<file path="src/hdl/bounded_channel_with_wait_queues_unit_defines.svh">
// Assertion macros shared by the channel controller and datapath.
`ifndef BOUNDED_CHANNEL_WITH_WAIT_QUEUES_UNIT_DEFINES_SVH
`define BOUNDED_CHANNEL_WITH_WAIT_QUEUES_UNIT_DEFINES_SVH

// Condition that must hold at every clock edge outside reset.
`define BCWQ_ASSERT_ALWAYS(lbl, cond, msg) \
	lbl: assert property (@(posedge clk) disable iff (!arst_n) (cond)) \
	else $error(msg);

// Consequent that must hold in the cycle after the antecedent.
`define BCWQ_ASSERT_NEXT(lbl, ante, cons, msg) \
	lbl: assert property (@(posedge clk) disable iff (!arst_n) (ante) |=> (cons)) \
	else $error(msg);

`endif

</file>
<file path="src/hdl/bcwq_pkg.sv">
// Shared types and constants of the bounded message channel.
`timescale 1ns / 1ps

package bcwq_pkg;

	// Fixed field widths.
	localparam int CAP_W   = 5;
	localparam int TID_W   = 3;
	localparam int VALUE_W = 32;

	// Default sizing of the value buffer and the wait lists.
	localparam int DEFAULT_BUFFER_DEPTH = 16;
	localparam int DEFAULT_THREAD_COUNT = 8;

	// Capacity after reset.
	localparam logic [CAP_W-1:0] CAP_RESET = 5'd16;

	// Stream widths, rounded up to whole bytes.
	localparam int IN_TDATA_W  = 40;
	localparam int OUT_TDATA_W = 40;

	// Register file.
	localparam int APB_ADDR_W = 3;
	localparam int APB_DATA_W = 32;
	localparam logic REG_CAPACITY = 1'b0;

	// Request kinds.
	localparam logic FUNC_SEND = 1'b0;
	localparam logic FUNC_RECV = 1'b1;

	// Controller states.
	typedef enum logic [1:0] {
		ST_IDLE,
		ST_EXEC,
		ST_RESP
	} state_t;

	// Commands from the controller to the datapath.
	typedef struct packed {
		logic load;
		logic exec;
	} ctrl_cmd_t;

	// One result item.
	typedef struct packed {
		logic               ok;
		logic [VALUE_W-1:0] data;
		logic               block_caller;
		logic               wake_valid;
		logic [TID_W-1:0]   wake_thread;
	} result_t;

endpackage

</file>
<file path="src/hdl/bounded_channel_with_wait_queues_unit.sv">
// A request is loaded on its transfer and executed in the execute state; its registered result
// is held valid in the respond state until it transfers. The controller runs this load, execute
// and respond sequence, so one request is in flight at a time.
// Reset (asynchronous): capacity 16, empty buffer and wait lists, pointers zero.
// Buffer and list entries are not cleared and need no clearing pass.
`timescale 1ns / 1ps

module bounded_channel_with_wait_queues_unit #(
	parameter int BUFFER_DEPTH = bcwq_pkg::DEFAULT_BUFFER_DEPTH,
	parameter int THREAD_COUNT = bcwq_pkg::DEFAULT_THREAD_COUNT
) (
	input  logic                              clk,
	input  logic                              arst_n,
	// Request stream.
	input  logic                              s_tvalid,
	output logic                              s_tready,
	// thread_present [0], thread_id [3:1], value [35:4], zero pad [39:36]
	input  logic [bcwq_pkg::IN_TDATA_W-1:0]   s_tdata,
	// func [0]
	input  logic                              s_tuser,
	// Result stream.
	output logic                              m_tvalid,
	input  logic                              m_tready,
	// ok [0], data [32:1], block_caller [33], wake_valid [34], wake_thread [37:35],
	// zero pad [39:38]
	output logic [bcwq_pkg::OUT_TDATA_W-1:0]  m_tdata,
	// Configuration port.
	input  logic                              psel,
	input  logic                              penable,
	input  logic                              pwrite,
	input  logic [bcwq_pkg::APB_ADDR_W-1:0]   paddr,
	input  logic [bcwq_pkg::APB_DATA_W-1:0]   pwdata,
	output logic [bcwq_pkg::APB_DATA_W-1:0]   prdata,
	output logic                              pready
);

	logic [bcwq_pkg::CAP_W-1:0] capacity_q;
	logic                       reg_sel;
	bcwq_pkg::ctrl_cmd_t        cmd;
	bcwq_pkg::result_t          res;

	// Register decode on the word address.
	assign reg_sel = (paddr[2] == bcwq_pkg::REG_CAPACITY);
	assign pready  = 1'b1;

	// Capacity register.
	always_ff @(posedge clk or negedge arst_n) begin
		if (!arst_n) begin
			capacity_q <= bcwq_pkg::CAP_RESET;
		end else if (psel && penable && pwrite && pready && reg_sel) begin
			capacity_q <= pwdata[bcwq_pkg::CAP_W-1:0];
		end
	end

	// Read back.
	always_comb begin
		prdata = '0;
		if (reg_sel) begin
			prdata = bcwq_pkg::APB_DATA_W'(capacity_q);
		end
	end

	bcwq_ctrl u_ctrl (
		.clk      (clk),
		.arst_n   (arst_n),
		.s_tvalid (s_tvalid),
		.s_tready (s_tready),
		.m_tvalid (m_tvalid),
		.m_tready (m_tready),
		.cmd      (cmd)
	);

	bcwq_dpath #(
		.BUFFER_DEPTH (BUFFER_DEPTH),
		.THREAD_COUNT (THREAD_COUNT)
	) u_dpath (
		.clk            (clk),
		.arst_n         (arst_n),
		.cmd            (cmd),
		.func           (s_tuser),
		.thread_present (s_tdata[0]),
		.thread_id      (s_tdata[3:1]),
		.value          (s_tdata[35:4]),
		.capacity       (capacity_q),
		.res            (res)
	);

	// Pack the result item.
	assign m_tdata = {2'b00, res.wake_thread, res.wake_valid, res.block_caller,
		res.data, res.ok};

endmodule

</file>
<file path="src/hdl/bcwq_ctrl.sv">
// Controller state machine: load a request, execute it, hand out the result.
`timescale 1ns / 1ps
`include "bounded_channel_with_wait_queues_unit_defines.svh"

module bcwq_ctrl (
	input  logic                clk,
	input  logic                arst_n,
	input  logic                s_tvalid,
	output logic                s_tready,
	output logic                m_tvalid,
	input  logic                m_tready,
	output bcwq_pkg::ctrl_cmd_t cmd
);

	bcwq_pkg::state_t state_q;
	bcwq_pkg::state_t state_d;

	// State register.
	always_ff @(posedge clk or negedge arst_n) begin
		if (!arst_n) begin
			state_q <= bcwq_pkg::ST_IDLE;
		end else begin
			state_q <= state_d;
		end
	end

	// Next state.
	always_comb begin
		state_d = state_q;
		case (state_q)
			bcwq_pkg::ST_IDLE: begin
				if (s_tvalid) begin
					state_d = bcwq_pkg::ST_EXEC;
				end
			end
			bcwq_pkg::ST_EXEC: begin
				state_d = bcwq_pkg::ST_RESP;
			end
			bcwq_pkg::ST_RESP: begin
				if (m_tready) begin
					state_d = bcwq_pkg::ST_IDLE;
				end
			end
			default: begin
				state_d = bcwq_pkg::ST_IDLE;
			end
		endcase
	end

	// Outputs and datapath commands.
	always_comb begin
		s_tready = 1'b0;
		m_tvalid = 1'b0;
		cmd      = '0;
		case (state_q)
			bcwq_pkg::ST_IDLE: begin
				s_tready = 1'b1;
				cmd.load = s_tvalid;
			end
			bcwq_pkg::ST_EXEC: begin
				cmd.exec = 1'b1;
			end
			bcwq_pkg::ST_RESP: begin
				m_tvalid = 1'b1;
			end
			default: begin
				s_tready = 1'b0;
			end
		endcase
	end

	// Only one request is in flight at a time.
	`BCWQ_ASSERT_ALWAYS(a_one_in_flight, !(s_tready && m_tvalid), "accepting while a result waits")
	// An executed request always produces a result in the next cycle.
	`BCWQ_ASSERT_NEXT(a_exec_to_resp, cmd.exec, m_tvalid, "no result after execute")
	// A request is loaded only on its transfer.
	`BCWQ_ASSERT_ALWAYS(a_load_on_transfer, !cmd.load || (s_tvalid && s_tready), "load without transfer")

endmodule

</file>
<file path="src/hdl/bcwq_dpath.sv">
// Datapath: value ring buffer, waiting sender and receiver lists, result registers.
`timescale 1ns / 1ps
`include "bounded_channel_with_wait_queues_unit_defines.svh"

module bcwq_dpath #(
	parameter int BUFFER_DEPTH = bcwq_pkg::DEFAULT_BUFFER_DEPTH,
	parameter int THREAD_COUNT = bcwq_pkg::DEFAULT_THREAD_COUNT
) (
	input  logic                         clk,
	input  logic                         arst_n,
	input  bcwq_pkg::ctrl_cmd_t          cmd,
	input  logic                         func,
	input  logic                         thread_present,
	input  logic [bcwq_pkg::TID_W-1:0]   thread_id,
	input  logic [bcwq_pkg::VALUE_W-1:0] value,
	input  logic [bcwq_pkg::CAP_W-1:0]   capacity,
	output bcwq_pkg::result_t            res
);

	localparam int PTR_W  = (BUFFER_DEPTH > 1) ? $clog2(BUFFER_DEPTH) : 1;
	localparam int FILL_W = $clog2(BUFFER_DEPTH + 1);
	localparam int IDX_W  = (THREAD_COUNT > 1) ? $clog2(THREAD_COUNT) : 1;
	localparam int CNT_W  = $clog2(THREAD_COUNT + 1);
	localparam int CMP_W  = (FILL_W > bcwq_pkg::CAP_W) ? FILL_W : bcwq_pkg::CAP_W;

	// Captured request.
	logic                         func_q;
	logic                         present_q;
	logic [bcwq_pkg::TID_W-1:0]   tid_q;
	logic [bcwq_pkg::VALUE_W-1:0] value_q;

	// Channel state.
	logic [bcwq_pkg::VALUE_W-1:0] value_mem [BUFFER_DEPTH];
	logic [PTR_W-1:0]             rd_ptr_q;
	logic [PTR_W-1:0]             wr_ptr_q;
	logic [FILL_W-1:0]            fill_q;
	logic [bcwq_pkg::TID_W-1:0]   snd_list_q [THREAD_COUNT];
	logic [bcwq_pkg::TID_W-1:0]   rcv_list_q [THREAD_COUNT];
	logic [CNT_W-1:0]             snd_cnt_q;
	logic [CNT_W-1:0]             rcv_cnt_q;

	// Result registers.
	logic                         ok_q;
	logic                         recv_q;
	logic                         blk_q;
	logic                         wv_q;
	logic [bcwq_pkg::TID_W-1:0]   wt_q;
	logic [bcwq_pkg::VALUE_W-1:0] rdata_q;

	// Decision logic.
	logic [CMP_W-1:0] cap_x;
	logic [CMP_W-1:0] depth_x;
	logic [CMP_W-1:0] cap_eff;
	logic [CMP_W-1:0] fill_x;
	logic             is_send;
	logic             full;
	logic             empty;
	logic             send_ok;
	logic             recv_ok;
	logic             snd_push;
	logic             rcv_push;
	logic             snd_pop;
	logic             rcv_pop;
	logic [PTR_W-1:0] rd_ptr_nx;
	logic [PTR_W-1:0] wr_ptr_nx;

	// Request capture.
	always_ff @(posedge clk) begin
		if (cmd.load) begin
			func_q    <= func;
			present_q <= thread_present;
			tid_q     <= thread_id;
			value_q   <= value;
		end
	end

	// Fill against the clamped capacity, and the wait-list decisions.
	always_comb begin
		cap_x    = CMP_W'(capacity);
		depth_x  = CMP_W'(BUFFER_DEPTH);
		cap_eff  = (cap_x > depth_x) ? depth_x : cap_x;
		fill_x   = CMP_W'(fill_q);
		is_send  = (func_q == bcwq_pkg::FUNC_SEND);
		full     = (fill_x >= cap_eff);
		empty    = (fill_q == '0);
		send_ok  = is_send && !full;
		recv_ok  = !is_send && !empty;
		snd_push = is_send && full && present_q && (snd_cnt_q < CNT_W'(THREAD_COUNT));
		rcv_push = !is_send && empty && present_q && (rcv_cnt_q < CNT_W'(THREAD_COUNT));
		snd_pop  = recv_ok && (snd_cnt_q != '0);
		rcv_pop  = send_ok && (rcv_cnt_q != '0);
		rd_ptr_nx = (rd_ptr_q == PTR_W'(BUFFER_DEPTH - 1)) ? '0 : rd_ptr_q + 1'b1;
		wr_ptr_nx = (wr_ptr_q == PTR_W'(BUFFER_DEPTH - 1)) ? '0 : wr_ptr_q + 1'b1;
	end

	// Value buffer: write on a good send, registered read at the read pointer.
	always_ff @(posedge clk) begin
		if (cmd.exec && send_ok) begin
			value_mem[wr_ptr_q] <= value_q;
		end
		if (cmd.exec) begin
			rdata_q <= value_mem[rd_ptr_q];
		end
	end

	// Pointers, fill and list counts.
	always_ff @(posedge clk or negedge arst_n) begin
		if (!arst_n) begin
			rd_ptr_q  <= '0;
			wr_ptr_q  <= '0;
			fill_q    <= '0;
			snd_cnt_q <= '0;
			rcv_cnt_q <= '0;
		end else if (cmd.exec) begin
			if (send_ok) begin
				wr_ptr_q <= wr_ptr_nx;
				fill_q   <= fill_q + 1'b1;
			end
			if (recv_ok) begin
				rd_ptr_q <= rd_ptr_nx;
				fill_q   <= fill_q - 1'b1;
			end
			if (snd_push) begin
				snd_cnt_q <= snd_cnt_q + 1'b1;
			end else if (snd_pop) begin
				snd_cnt_q <= snd_cnt_q - 1'b1;
			end
			if (rcv_push) begin
				rcv_cnt_q <= rcv_cnt_q + 1'b1;
			end else if (rcv_pop) begin
				rcv_cnt_q <= rcv_cnt_q - 1'b1;
			end
		end
	end

	// Waiting senders: append at the tail, shift all entries on a wake.
	always_ff @(posedge clk) begin
		if (cmd.exec) begin
			if (snd_push) begin
				snd_list_q[snd_cnt_q[IDX_W-1:0]] <= tid_q;
			end else if (snd_pop) begin
				for (int i = 0; i < THREAD_COUNT - 1; i++) begin
					snd_list_q[i] <= snd_list_q[i+1];
				end
			end
		end
	end

	// Waiting receivers, handled the same way.
	always_ff @(posedge clk) begin
		if (cmd.exec) begin
			if (rcv_push) begin
				rcv_list_q[rcv_cnt_q[IDX_W-1:0]] <= tid_q;
			end else if (rcv_pop) begin
				for (int i = 0; i < THREAD_COUNT - 1; i++) begin
					rcv_list_q[i] <= rcv_list_q[i+1];
				end
			end
		end
	end

	// Result flags and the woken thread.
	always_ff @(posedge clk) begin
		if (cmd.exec) begin
			ok_q   <= send_ok || recv_ok;
			recv_q <= !is_send;
			blk_q  <= snd_push || rcv_push;
			wv_q   <= snd_pop || rcv_pop;
			if (snd_pop) begin
				wt_q <= snd_list_q[0];
			end else if (rcv_pop) begin
				wt_q <= rcv_list_q[0];
			end else begin
				wt_q <= '0;
			end
		end
	end

	// Received data shows only on a successful receive.
	always_comb begin
		res.ok           = ok_q;
		res.data         = (ok_q && recv_q) ? rdata_q : '0;
		res.block_caller = blk_q;
		res.wake_valid   = wv_q;
		res.wake_thread  = wt_q;
	end

	// The buffer never holds more than its depth.
	`BCWQ_ASSERT_ALWAYS(a_fill_bound, fill_q <= FILL_W'(BUFFER_DEPTH), "fill above depth")
	// The wait lists never hold more than the thread count.
	`BCWQ_ASSERT_ALWAYS(a_snd_bound, snd_cnt_q <= CNT_W'(THREAD_COUNT), "sender list overflow")
	`BCWQ_ASSERT_ALWAYS(a_rcv_bound, rcv_cnt_q <= CNT_W'(THREAD_COUNT), "receiver list overflow")
	// A request either succeeds or blocks its caller, never both.
	`BCWQ_ASSERT_NEXT(a_ok_or_block, cmd.exec, !(ok_q && blk_q), "ok and block together")

endmodule

</file>
<file path="config.mk">
export PLATFORM = sky130hd
export DESIGN_NAME = bounded_channel_with_wait_queues_unit
export DESIGN_NICKNAME = d
export VERILOG_FILES = /design/src/hdl/bcwq_pkg.sv /design/src/hdl/bounded_channel_with_wait_queues_unit.sv /design/src/hdl/bcwq_ctrl.sv /design/src/hdl/bcwq_dpath.sv
export VERILOG_INCLUDE_DIRS = /design/src /design/src/hdl
export SDC_FILE = /design/constraint.sdc
export NUM_CORES = 1
export LEC_CHECK = 0
export ABC_CLOCK_PERIOD_IN_PS = 6900
export BUFFER_PORTS_ARGS = -buffer_cell sky130_fd_sc_hd__buf_2
export CAP_MARGIN = 20
export CORE_UTILIZATION = 50
export DETAILED_ROUTE_END_ITERATION = 8
export GPL_ROUTABILITY_DRIVEN = 0
export PLACE_DENSITY = 0.71
export SLEW_MARGIN = 15
export SYNTH_ARGS = -nofsm -noshare
export SYNTH_HDL_FRONTEND = slang
export SYNTH_SLANG_ARGS = --single-unit
</file>
<file path="constraint.sdc">
create_clock -name clk -period 6.9 [get_ports clk]
set_input_delay 0.345 -clock clk [delete_from_list [all_inputs] [get_ports clk]]
set_output_delay 0.345 -clock clk [all_outputs]
set_load 0.02 [all_outputs]
</file>
---- Word level (Yosys, flattened, before mapping) ----
Memories as Yosys holds them, arrays and structs flattened. A register that Yosys moved wholly into a read port is not among the register bits.
Index checks and enable logic that the tools add are counted.
storage, ports and cells
  memories kept ........................... 3
  bits in writable memories ............... 560
  output and inout port bits .............. 75
  bits in registers ....................... 72
  logic and storage cells ................. 116
operators by class
  magnitude comparators ................... 4
  add/sub/neg operators ................... 8
  bitwise gates (word level) .............. 2
  reductions and logical operators ........ 35
  muxes and demuxes ....................... 42
  equality and inequality tests ........... 6
memories
  memory              depth  width  read ports  clocked after memory_dff  wr ports  RTL line          text
  u_dpath.value_mem   16     32     1           1                         1         bcwq_dpath.sv:33  logic [bcwq_pkg::VALUE_W-1:0] value_mem [BUFFER_DEPTH];
  u_dpath.rcv_list_q  8      3      8           0                         7         bcwq_dpath.sv:38  logic [bcwq_pkg::TID_W-1:0] rcv_list_q [THREAD_COUNT];
  u_dpath.snd_list_q  8      3      8           0                         7         bcwq_dpath.sv:37  logic [bcwq_pkg::TID_W-1:0] snd_list_q [THREAD_COUNT];
operator list
  operator                                               number
  2-to-1 mux 32 bit                                      1
  2-to-1 mux 4 bit                                       6
  2-to-1 mux 1 bit                                       22
  2-to-1 mux 5 bit                                       4
  2-to-1 mux 3 bit                                       6
  adder 4 x 1 -> 4 bit (second input constant)           4
  logical AND 1 bit                                      15
  AND reduction 2 bit                                    6
  == test 4 bit (second input constant)                  2
  < comparator 4 bit (second input constant)             2
  nonzero test 4 bit                                     2
  subtractor 4 x 1 -> 4 bit (second input constant)      2
  one-hot mux 2 bit (3 select lines)                     1
  nonzero test 2 bit                                     3
  OR reduction 3 bit                                     2
  adder 5 x 1 -> 5 bit (second input constant)           1
  >= comparator 5 bit                                    1
  greater-than comparator 5 bit (second input constant)  1
  logical NOT 5 bit                                      1
  subtractor 5 x 1 -> 5 bit (second input constant)      1
  2-to-1 mux 2 bit                                       2
  != test 2 bit (second input constant)                  2
  logical OR 1 bit                                       3
  == test 2 x 1 -> 1 bit (second input constant)         1
  4 further kinds                                        6

---- Longest topological paths before layout ----
Gate-level depths: netlist of the first run.
  word-level depth ........................ 12
  depth in mapped cells ................... 12
  gate-level depth less buffers ........... 12

---- Hierarchy ----
Synthesis of the first run repeated with hierarchy kept, for this count alone.
second synthesis, totals
  cell total of the unflattened synthesis .. 1,304
  area, all modules ....................... 26,276.5 µm²
modules (own cells, without submodules)
  module                                 instances  sequential area each (µm²)  cells an instance  area each (µm²)
  bcwq_dpath                             1          19,623.8                    1,247              25,703.4
  bounded_channel_with_wait_queues_unit  1          126.4                       48                 483.0
  bcwq_ctrl                              1          50.0                        9                  90.1

---- Worst setup path after synthesis of the first run ----
No wires, ideal clock.
  path kind ............................... flip-flop to flip-flop
  start ................................... register capacity_q[4] in the netlist's numbering
  end ..................................... memory u_dpath.value_mem[13][0] in the netlist's numbering, enable pin
  clock period less this slack ............ 4.496 ns
  path slack .............................. 2.404 ns
  setup time .............................. 0.461 ns
  cell stages (with the launch flop) ...... 9
  data arrival time ....................... 4.035 ns
  data required time ...................... 6.439 ns
  path buffers ............................ 1
  cells stage by stage .................... dfstp_2 -> inv_1 -> ha_1 -> a21oi_1 -> nand3_1 -> a31oi_1 -> buf_2 -> nand2_1 -> nor3_1
between the ends
  longest elaborated chain between the ends .. 8
ends and longest elaborated chain
  item                                        RTL line                                     text
  from (decl)                                 bounded_channel_with_wait_queues_unit.sv:37  logic [bcwq_pkg::CAP_W-1:0] capacity_q;
  from (signal assigned)                      bounded_channel_with_wait_queues_unit.sv:49  capacity_q <= bcwq_pkg::CAP_RESET;
  from (signal assigned)                      bounded_channel_with_wait_queues_unit.sv:51  capacity_q <= pwdata[bcwq_pkg::CAP_W-1:0];
  greater-than comparator 5 bit               bcwq_dpath.sv:81                             cap_eff = (cap_x > depth_x) ? depth_x : cap_x;
  2-to-1 mux 5 bit (*)                        bcwq_dpath.sv:81
  >= comparator 5 bit (*)                     bcwq_dpath.sv:84                             full = (fill_x >= cap_eff);
  logical NOT 1 bit (*)                       bcwq_dpath.sv:86                             send_ok = is_send && !full;
  logical AND 1 bit (*)                       bcwq_dpath.sv:86
  logical AND 1 bit (*)                       bcwq_dpath.sv:98                             if (cmd.exec && send_ok) begin
  2-to-1 mux 1 bit (*)                        bcwq_dpath.sv:98
  2-to-1 mux 1 bit (implied by the code) (*)  bcwq_dpath.sv:99                             value_mem[wr_ptr_q] <= value_q;
  to (decl)                                   bcwq_dpath.sv:33
Mark *: on every way between the ends. The rest lies on a longest branch, timed or not.

---- Worst setup path after layout of the first run ----
  start ................................... register capacity_q[4] in the netlist's numbering
  end ..................................... memory u_dpath.value_mem[9][5] in the netlist's numbering, enable pin
The elaborated chain is that of the path after synthesis.

==> out/results.ini, run 1 <==
[power]
leakage_nw=10.0
vdd_drop_max_mv=0.293
powerDensity_mw_per_mm2=381

[synthesis]
synth-simple-area-share=0.0262
synth_seq_cells=664
synth-async-reset-ratio=0.0422
synth_cell_types=53
synth_compound_area_frac=0.0264
synth_area_per_cell_um2=21.5
synth_ff_type=edfxtp_1
synth-adder-area-share=0.0105
synthCells=1203
synthMuxAreaShare=0.145
synth-xor-area-share=0.00338
yosysWarningCount=0
synth_top_family_by_area=multiplexers
seq_area_frac_synth=0.764
synth_edf_count=636
mappedNetlistArea_mm2=0.0259

[worst_setup_path]
max_stage_delay_ps=590
regToRegStartpoint=capacity_q[4]
cp_max_fo=20
cp_slowest_cell=and3_2
path_class=flop to flop
r2r_setup_slack_ps=3580
start_kind=flop
crit_path_end_kind=flop
required_ps=7140
arrival_ps=3560
r2r_end=u_dpath.value_mem[9][5]
ff2ff_path_depth=7
crit_chain=inv_1 -> ha_1 -> a21oi_1 -> nand3_1 -> nor3_1 -> and3_2 -> buf_4

[timing]
min_period_ps=3320
hold_viol=0
relSlewSlack=0.390
finalSetupViolations=0
max_clock_freq_ghz=0.301
worst_pin_slew_ps=915
drv_slew=0
finalClockSkew_ps=23.6
fin_setup_tns_ps=0
period_share=0.482
rsz0062_at_grt=no

[status]
status=finished, final reports clean

[global_route]
grtUsageMet3=0.0350
antenna_found_initial=0
grt_usage=0.202
use_met1=0.279
overflow=0
grt.busiest_layer=met2
grt_pass1_wl_um=78000
grt_pass1_vias=12500
gr-usage-met2=0.328
grt_max_degree=110

[clock_tree]
clk_pin_slew_worst_paths_ps=60
cts_tree=yes
clk_latency_ps=600
cts_max_path_buffers=3
cts_setup_buffers=0
cts_buffers=66
cts_num_sinks=664
cts_hold_buf=45
h-tree-depth=3
cts_resized=0
cts_root_buf=clkbuf_16

[die]
dieArea_mm2=0.0527
die_y_um=230
start_util=0.505
coreArea_mm2=0.0513
row_count=83
chipWidth_um=230
ios=158

[drt]
routedWlPerCell_um=24.6
drtIter0Drc=1339
drt_wl_total_um=51900
vias_per_cell=5.79
num_vias=12200
drt-pass1-iter-count=5
antenna_left=0
route.detailed.drc=0

[place]
place_hpwl_um=26700
dp_cells=1945
placed_area_mm2=0.0271
io_buffers=94

[final_layout]
seq_area_mm2=0.0198
nNetsFinal=1481
final_cells=2106
multi_input_area_mm2=0.00566
final_cell_area_mm2=0.0296
antenna_cells=0
final_layout_size_suffix_gt1_frac=0.289
syn2layout_area_growth_pct=14.3
fillCellCount=3669

[min_path]
hp-class=primary input to flop
hp-start=pwrite
holdPathStages=3
hold_end=capacity_q[2]

[flow_run]
cap_violations=0

-- cells by family after synthesis --
kind of cell	count (synthesis)
other cells	2
flops	664
buf+inv	110
mux	174
fa+ha+maj	20
simple gates	123
xor+xnor	10
compound gates	100
-- area by class of cell --
cell class,instances,area share
multi-input combinational,457,0.191
clock inverter,28,0.00929
clock buffer,88,0.0596
sequential,664,0.669
tap,680,0.0287
timing repair buffer,172,0.0405
inverter,17,0.00215
-- where the power goes --
group | switching (mW) | total (mW) | internal (mW) | leakage [nW]
registers | 0.353 | 5.30 | 4.95 | 6.08
clock network | 1.45 | 3.41 | 1.96 | 0.977
logic | 1.28 | 2.57 | 1.29 | 2.96
total | 3.08 | 11.3 | 8.20 | 10.0
-- critical path, delay by kind of cell, from the launching register on --
kind,cells,cell delay [ps]
flip-flops,1,540
adder cells (fa/ha/maj),1,390
AND/OR/NAND/NOR,3,1160
buffers and inverters,2,580
AO/OA/AOI/OAI,1,310
-- cells in the mapped netlist (10+ instances only) --
cell type / number / area share
nor3_1: 11 / 0.0021
buf_2: 15 / 0.0029
mux4_2: 160 / 0.14
a21oi_1: 18 / 0.0035
edfxtp_1: 636 / 0.74
clkbuf_1: 31 / 0.0045
a21o_1: 48 / 0.014
buf_4: 33 / 0.0096
dfrtp_1: 27 / 0.026
nor2_1: 12 / 0.0017
and3_1: 36 / 0.0087
ha_1: 17 / 0.0082
nand2_1: 20 / 0.0029
inv_1: 16 / 0.0023
o21ai_0: 10 / 0.0019
-- through the flow --
step	hold WS, ps	setup slack [ps]	total power [mW]	utilization
2_1_floorplan	49.4	2400	7.31	-
3_3_place_gp	434	3560	7.91	0.528
3_5_place_dp	436	3500	7.98	0.529
4_1_cts	277	3490	11.4	0.577
5_1_grt	303	3350	11.8	0.577
6_report	298	3580	11.3	0.577
-- layout by cell type (no fill, tap or decap), types with 15 or more instances in the layout --
cell | synthesis | layout
edfxtp_1 | 636 | 636
dfrtp_1 | 27 | 23
clkbuf_16 | 0 | 67
ha_1 | 17 | 17
a21oi_1 | 18 | 18
mux4_2 | 160 | 160
and3_1 | 36 | 32
buf_4 | 33 | 31
conb_1 | 2 | 30
clkbuf_1 | 31 | 20
dlygate4sd3_1 | 0 | 45
a21o_1 | 48 | 48
buf_2 | 15 | 94
inv_1 | 16 | 15
nand2_1 | 20 | 20
-- routing by layer --
metal  routed length, um  part of all wire
met1               21900              0.42
met2               25900              0.50
met3                3030             0.058
met4                1120             0.022
met5                   0                 0
-- flip-flops by register name, indices dropped and copies added (netlist names) --
signal and flops:
u_dpath.rdata_q 32, u_dpath.value_q 32, u_dpath.recv_q 1, u_dpath.value_mem 512, u_dpath.wv_q 1, u_dpath.present_q 1
u_dpath.blk_q 1, u_dpath.snd_list_q 24, u_dpath.wt_q 3, u_dpath.ok_q 1, u_dpath.rcv_list_q 24, u_dpath.rcv_cnt_q 4
u_ctrl.state_q 2, capacity_q 5, u_dpath.rd_ptr_q 4, u_dpath.wr_ptr_q 4, u_dpath.snd_cnt_q 4, u_dpath.fill_q 5
u_dpath.tid_q 3, u_dpath.func_q 1
-- worst max path at each step --
stage,end,slack (ps),cells after the start,start
detailed placement,u_dpath.value_mem[9][13],3500,7,capacity_q[4]
finish,u_dpath.value_mem[9][5],3580,7,capacity_q[4]
global placement,u_dpath.rdata_q[31],3560,3,u_dpath.rd_ptr_q[1]
floorplan,u_dpath.value_mem[13][0],2400,8,capacity_q[4]
global route,u_dpath.value_mem[8][4],3350,7,capacity_q[4]
CTS,u_dpath.value_mem[9][8],3490,7,capacity_q[4]
Note: power is estimated with default switching activity, not from simulation.
==> run 2, diff against run 1 <==
--- a/config.mk
+++ b/config.mk
@@ -6,7 +6,8 @@
 export SDC_FILE = /design/constraint.sdc
 export NUM_CORES = 1
 export LEC_CHECK = 0
-export ABC_CLOCK_PERIOD_IN_PS = 6900
+export ABC_AREA = 1
+export ABC_CLOCK_PERIOD_IN_PS = 3070
 export BUFFER_PORTS_ARGS = -buffer_cell sky130_fd_sc_hd__buf_2
 export CAP_MARGIN = 20
 export CORE_UTILIZATION = 50
==> constraint.sdc (replaced) <==
create_clock -name clk -period 3.07 [get_ports clk]
set_input_delay 0.1535 -clock clk [delete_from_list [all_inputs] [get_ports clk]]
set_output_delay 0.1535 -clock clk [all_outputs]
set_load 0.02 [all_outputs]
==> run 2 against run 1 <==
Compared with the run above:
- power increased by 140%
- largest power group unchanged
- sequential share of layout area decreased by 3.7 points
- clock power increased by 140%
- sequential cell count unchanged
- critical path type unchanged
- routed wire length increased by 18%
- sequential power increased by 130%
- cell area increased by 5.8%
- global-route usage increased by 2.2 points
- area after synthesis increased by 4.3%
- clock skew decreased by 2.7 ps
- via count increased by 39%
==> out/results.ini, run 2 <==
[status]
status=finished, final reports clean

[final_layout]
syn2layout_area_growth_pct=15.9
final_cell_area_mm2=0.0313
reg_top3=u_dpath.value_mem: 512 flops, u_dpath.rdata_q: 32 flops, u_dpath.value_q: 32 flops
final_cell_mix=636 x edfxtp_1, 403 x nand2_1, 296 x nor2_1
max_flop_register=u_dpath.value_mem
fillCellCount=4099
largest_register_ffs=512
antenna_cells=0
final_common_cell=edfxtp_1
nNetsFinal=2422
final_layout_size_suffix_gt1_frac=0.135

[timing]
holdWs_ps=58.6
hold_viol=0
drv_slew=0
finalSetupViolations=0
period_share=0.958
relSlewSlack=0.378
rsz0062_at_grt=yes
max_clock_freq_ghz=0.340
min_period_ps=2940
worst_pin_slew_ps=930
finalClockSkew_ps=20.9

[power]
p_comb_frac=0.263
p_int_mw=18.2
powerDensity_mw_per_mm2=874
leakage_nw=11.3
clkPwrFrac=0.297
pwr-share-seq=0.440
vdd_drop_max_mv=0.623
switching_share=0.335
p_switching_mw=9.16

[flow_run]
cap_violations=0

[synthesis]
synthCells=2159
seq_area_frac_synth=0.733
synth_cell_types=43
synth-async-reset-ratio=0.0422
synth_ff_type=edfxtp_1
synth_area_per_cell_um2=12.5
synth_seq_cells=664
yosysWarningCount=0
synth_edf_count=636
mappedNetlistArea_mm2=0.0270
synthTopCellsByArea=edfxtp_1 71%, nand2_1 5.7%, nor2_1 4.4%
yosysMostFrequentCell=edfxtp_1
yosys-top-cells-count=636 x edfxtp_1, 407 x nand2_1, 314 x nor2_1
yosys.area.top_type=edfxtp_1
yosys.area.top_type_share=0.707

[min_path]
hp-start=pwrite
holdPathStages=3
hold_end=capacity_q[1]
hp-class=primary input to flop

[global_route]
antenna_found_initial=1
grt_max_degree=176
grt_pass1_wl_um=92500
grt_pass1_vias=16500
overflow=0
grt_usage=0.223

[clock_tree]
cts_root_buf=clkbuf_16
cts_max_path_buffers=3
h-tree-depth=3
cts_buffers=69
clk_pin_slew_worst_paths_ps=60
cts_num_sinks=664
cts_tree=yes
clk_latency_ps=600

[worst_setup_path]
regToRegStartpoint=capacity_q[0]
cpMostUsedCell=nand2_1
ff2ff_path_depth=14
arrival_ps=3250
required_ps=3380
cp_slowest_cell=dfrtp_1
path_class=flop to flop
crit_path_end_kind=flop
r2r_end=u_dpath.value_mem[13][17]
cp_max_fo=12
max_stage_delay_ps=410
start_kind=flop
cp_top_family=simple AND/OR/NAND/NOR gates
r2r_setup_slack_ps=130
crit_chain=o41ai_4 -> nand2_1 -> ha_1 -> nand2_1 -> inv_1 -> nand2_1 -> nand2_1 -> nor2_2 -> nand3_2 -> inv_4 -> nand2_2 -> nor2_4 -> buf_12 -> clkbuf_16
critPathBufInv=4

[place]
place_hpwl_um=34900
io_buffers=94
placed_area_mm2=0.0285

[die]
row_count=84
coreArea_mm2=0.0530
chipWidth_um=235
die_y_um=235
ios=158
dieArea_mm2=0.0550
start_util=0.510

[drt]
drt-pass1-iter-count=6
vias_per_cell=5.54
antenna_left=0
drt_wl_total_um=61000
routedWlPerCell_um=19.9
drtIter0Drc=1591
num_vias=17000
route.detailed.drc=0

==> run 2: cell count changes after synthesis, sizes merged, moves of 47 or more <==
| cell | before | now |
|---|---|---|
| a21o | 48 | 1 |
| buf | 62 | 112 |
| inv | 17 | 103 |
| mux4 | 160 | 0 |
| nand2 | 20 | 412 |
| nand3 | 6 | 105 |
| nor2 | 12 | 318 |
| o21ai | 14 | 204 |
| o22ai | 0 | 49 |
==> run 2: how the worst max path moves through the flow <==
stage / from / cells past startpoint / slack (ps) / to
after CTS: capacity_q[0] / 13 / 50 / u_dpath.value_mem[6][12]
after global routing: capacity_q[0] / 14 / -50 / u_dpath.value_mem[13][19]
after global placement: capacity_q[1] / 13 / 50 / u_dpath.value_mem[12][22]
after detailed placement: capacity_q[0] / 13 / -30 / u_dpath.value_mem[6][13]
final: capacity_q[0] / 14 / 130 / u_dpath.value_mem[13][17]
after floorplan: capacity_q[1] / 12 / -2 / u_dpath.value_mem[10][0]
==> run 2: layout make-up <==
| class | count | area (um2) | share of cell area |
|---|---|---|---|
| Sequential cell | 664 | 19800 | 0.632 |
| Clock inverter | 40 | 362 | 0.0115 |
| Tap cell | 688 | 861 | 0.0275 |
| Timing Repair Buffer | 204 | 1800 | 0.0576 |
| Multi-Input combinational cell | 1277 | 6250 | 0.200 |
| Clock buffer | 85 | 1850 | 0.0591 |
| Inverter | 103 | 394 | 0.0126 |
==> run 2: logic make-up after synthesis <==
kind of cell    after synthesis  synth area share
other cells                   2          0.000278
simple gates                878             0.134
buf+inv                     246            0.0473
xor+xnor                      8           0.00259
compound gates              341            0.0730
fa+ha+maj                    20            0.0101
flops                       664             0.733
==> run 2: through the flow <==
stage / worst slack (ps) / util / std cells / total power [mW] / TNS, ps
2_1_floorplan: -1.95 / - / 2187 / 17.1 / -748
3_3_place_gp: 45.3 / 0.538 / 2886 / 19.1 / 0
3_5_place_dp: -29.1 / 0.538 / 2886 / 19.3 / -1050
4_1_cts: 49.2 / 0.589 / 3057 / 27.5 / 0
5_1_grt: -45.5 / 0.592 / 3061 / 28.7 / -835
6_report: 128 / 0.592 / 3061 / 27.4 / 0
==> run 2: per-layer routing <==
layer  vias up  global-route usage  share of wire
met1      8251               0.300           0.42
met4         2              0.0881          0.033
met5         -                   0        0.00020
met3       130              0.0391          0.068
li1       7892                   -              -
met2       688               0.363           0.47
==> run 2: power by group through the flow <==
stage / Clock (mW) / Combinational [mW] / Sequential [mW]
floorplan: 0 / 5.28 / 11.8
global placement: 0 / 6.93 / 12.2
detailed placement: 0 / 7.07 / 12.2
CTS: 8.27 / 7.19 / 12.0
global route: 8.60 / 8.01 / 12.1
finish: 8.14 / 7.19 / 12.0
==> run 2: what timing repair did <==
item / in CTS / in global routing
cloned: 0 / 2
buffers inserted: 0 / 2
hold endpoints to repair: 76 / 0
hold buffers: 46 / 0
setup endpoints to repair: 200 / 466
pin swaps: 0 / 1
resized for setup: 1 / 12
==> run 2: worst reg2reg max path, cell delays in order, from the launching register on <==
cell	delay, ps
dfrtp_1	410
o41ai_4	400
nand2_1	110
ha_1	300
nand2_1	90
inv_1	50
nand2_1	80
nand2_1	60
nor2_2	150
nand3_2	180
inv_4	160
nand2_2	160
nor2_4	160
buf_12	140
clkbuf_16	190
==> run 3, diff against run 2 <==
--- a/config.mk
+++ b/config.mk
@@ -6,11 +6,11 @@
 export SDC_FILE = /design/constraint.sdc
 export NUM_CORES = 1
 export LEC_CHECK = 0
-export ABC_AREA = 1
 export ABC_CLOCK_PERIOD_IN_PS = 3070
 export BUFFER_PORTS_ARGS = -buffer_cell sky130_fd_sc_hd__buf_2
 export CAP_MARGIN = 20
 export CORE_UTILIZATION = 50
+export CTS_CLUSTER_SIZE = 24
 export DETAILED_ROUTE_END_ITERATION = 8
 export GPL_ROUTABILITY_DRIVEN = 0
 export PLACE_DENSITY = 0.71
==> run 3 against run 2 <==
Compared with the run above:
- clock power is 0.7% higher
- cell count down 31%
- count of clock-buffer cells in the layout is 1 higher
- combinational power fell by 15%
- worst hold slack improved by 40 ps
- cell area shrank 3.5%
- routed wire length shrank 14%
==> out/results.ini, run 3 (synthesis gave the netlist of run 1 again) <==
[power]
p_comb_frac=0.233
pwr-share-seq=0.454
powerDensity_mw_per_mm2=866
p_switching_mw=7.13
p_int_mw=19.1
leakage_nw=10.3
switching_share=0.272
vdd_drop_max_mv=0.575
clkPwrFrac=0.313

[clock_tree]
cts_setup_buffers=0
clk_pin_slew_worst_paths_ps=60
cts_num_sinks=664
h-tree-depth=3
cts_tree=yes
clk_latency_ps=610
cts_buffers=67
cts_max_path_buffers=3
cts_root_buf=clkbuf_16

[final_layout]
final_layout_size_suffix_gt1_frac=0.304
final_cells=2126
finish.utilization=0.589
final_cell_mix=636 x edfxtp_1, 160 x mux4_2, 94 x buf_2
final_common_cell=edfxtp_1
final_cell_area_mm2=0.0302
reg_top3=u_dpath.value_mem: 512 flops, u_dpath.rdata_q: 32 flops, u_dpath.value_q: 32 flops
antenna_cells=0
fillCellCount=3672
nNetsFinal=1497
max_flop_register=u_dpath.value_mem
syn2layout_area_growth_pct=16.7
largest_register_ffs=512

[worst_setup_path]
crit_path_end_kind=flop
cp_max_fo=5
regToRegStartpoint=capacity_q[4]
arrival_ps=3360
required_ps=3580
r2r_setup_slack_ps=220
path_class=flop to flop
r2r_end=u_dpath.snd_cnt_q[3]
ff2ff_path_depth=12
start_kind=flop

[drt]
drt_wl_total_um=52600
drtIter0Drc=1051
route.detailed.drc=0
antenna_left=0
vias_per_cell=5.76
routedWlPerCell_um=24.7
drt-pass1-iter-count=5
num_vias=12300

[timing]
rsz0062_at_grt=no
max_clock_freq_ghz=0.351
drv_slew=0
hold_viol=0
relSlewSlack=0.483
min_period_ps=2850
finalClockSkew_ps=33.0
holdWs_ps=98.7
period_share=0.929
worst_pin_slew_ps=776
finalSetupViolations=0

[min_path]
hold_end=capacity_q[1]
holdPathStages=3
hp-start=pwrite
hp-class=primary input to flop

[flow_run]
cap_violations=0

[global_route]
overflow=0
grt_usage=0.205
antenna_found_initial=0
grt_max_degree=49
grt_pass1_vias=12700
grt_pass1_wl_um=78900

[die]
coreArea_mm2=0.0513
dieArea_mm2=0.0527
ios=158
die_y_um=230
start_util=0.505
row_count=83
chipWidth_um=230

[place]
place_hpwl_um=28700
dp_cells=1960
io_buffers=94
placed_area_mm2=0.0276

[status]
status=finished, final reports clean

## run 3: cell count changes in the layout (fill, tap and decap cells not counted), sizes merged, moves of 26 or more
| cell | change |
|---|---|
| inv | -85 |
| a21o | +47 |
| o21ai | -190 |
| nand3 | -99 |
| and3 | +36 |
| mux4 | +160 |
| nand2 | -392 |
| o22ai | -49 |
| nand4 | -26 |
| nor2 | -306 |
## run 3: through the flow
stage / TNS (ps) / setup slack [ps] / power (mW)
floorplan: -47740 / -373 / 16.5
global placement: 0 / 148 / 18.1
detailed placement: 0 / 163 / 18.2
CTS: 0 / 129 / 26.5
global route: 0 / 37.1 / 27.3
finish: 0 / 218 / 26.2
## run 3: worst max-delay path, cell delays in order, from the launching register on
cell and delay (ps):
dfstp_2 370, inv_1 130, nand2_1 80, ha_1 300, nand2_1 50, o21ai_1 350
a21oi_1 150, or2_2 350, ha_1 280, a21o_1 180, a21oi_1 250, a21oi_1 110
a32oi_1 170
## run 3: layout make-up
type,count,area (um2),share of cell area
sequential,664,19800,0.655
clock inverter,35,405,0.0134
timing repair buffer,187,1590,0.0527
multi-input combinational,457,5700,0.188
inverter,17,63.8,0.00211
clock buffer,86,1810,0.0599
tap,680,851,0.0281
## run 3: power by group through the flow
stage | clock network, mW | logic [mW] | registers, mW
5_1_grt | 8.69 | 6.59 | 12.0
3_3_place_gp | 0 | 6.05 | 12.0
3_5_place_dp | 0 | 6.14 | 12.1
2_1_floorplan | 0 | 4.80 | 11.7
4_1_cts | 8.35 | 6.22 | 11.9
6_report | 8.20 | 6.09 | 11.9
## run 3: metal layers
layer | GRT usage | up-vias | share of wire
li1 | - | 5278 | -
met1 | 0.276 | 6445 | 0.41
met2 | 0.345 | 452 | 0.51
met3 | 0.0329 | 77 | 0.065
met4 | 0.0625 | 0 | 0.019
met5 | 0 | - | 0
## run 3: worst max-delay path by stage
stage                              from  depth (start not counted)                  endpoint  slack [ps]
after floorplan           capacity_q[4]                          7   u_dpath.value_mem[4][0]        -370
after global placement    capacity_q[4]                          9  u_dpath.value_mem[0][17]         150
after detailed placement  capacity_q[4]                          9  u_dpath.value_mem[0][17]         160
after CTS                 capacity_q[4]                          9  u_dpath.value_mem[2][23]         130
after global routing      capacity_q[4]                         12      u_dpath.snd_cnt_q[3]          40
final                     capacity_q[4]                         12      u_dpath.snd_cnt_q[3]         220
## run 3: timing repair
action / in CTS / in global routing
resized for setup: 0 / 1
hold buffers: 45 / 0
endpoints found under the setup margin: 0 / 45
endpoints found under the hold margin: 71 / 0
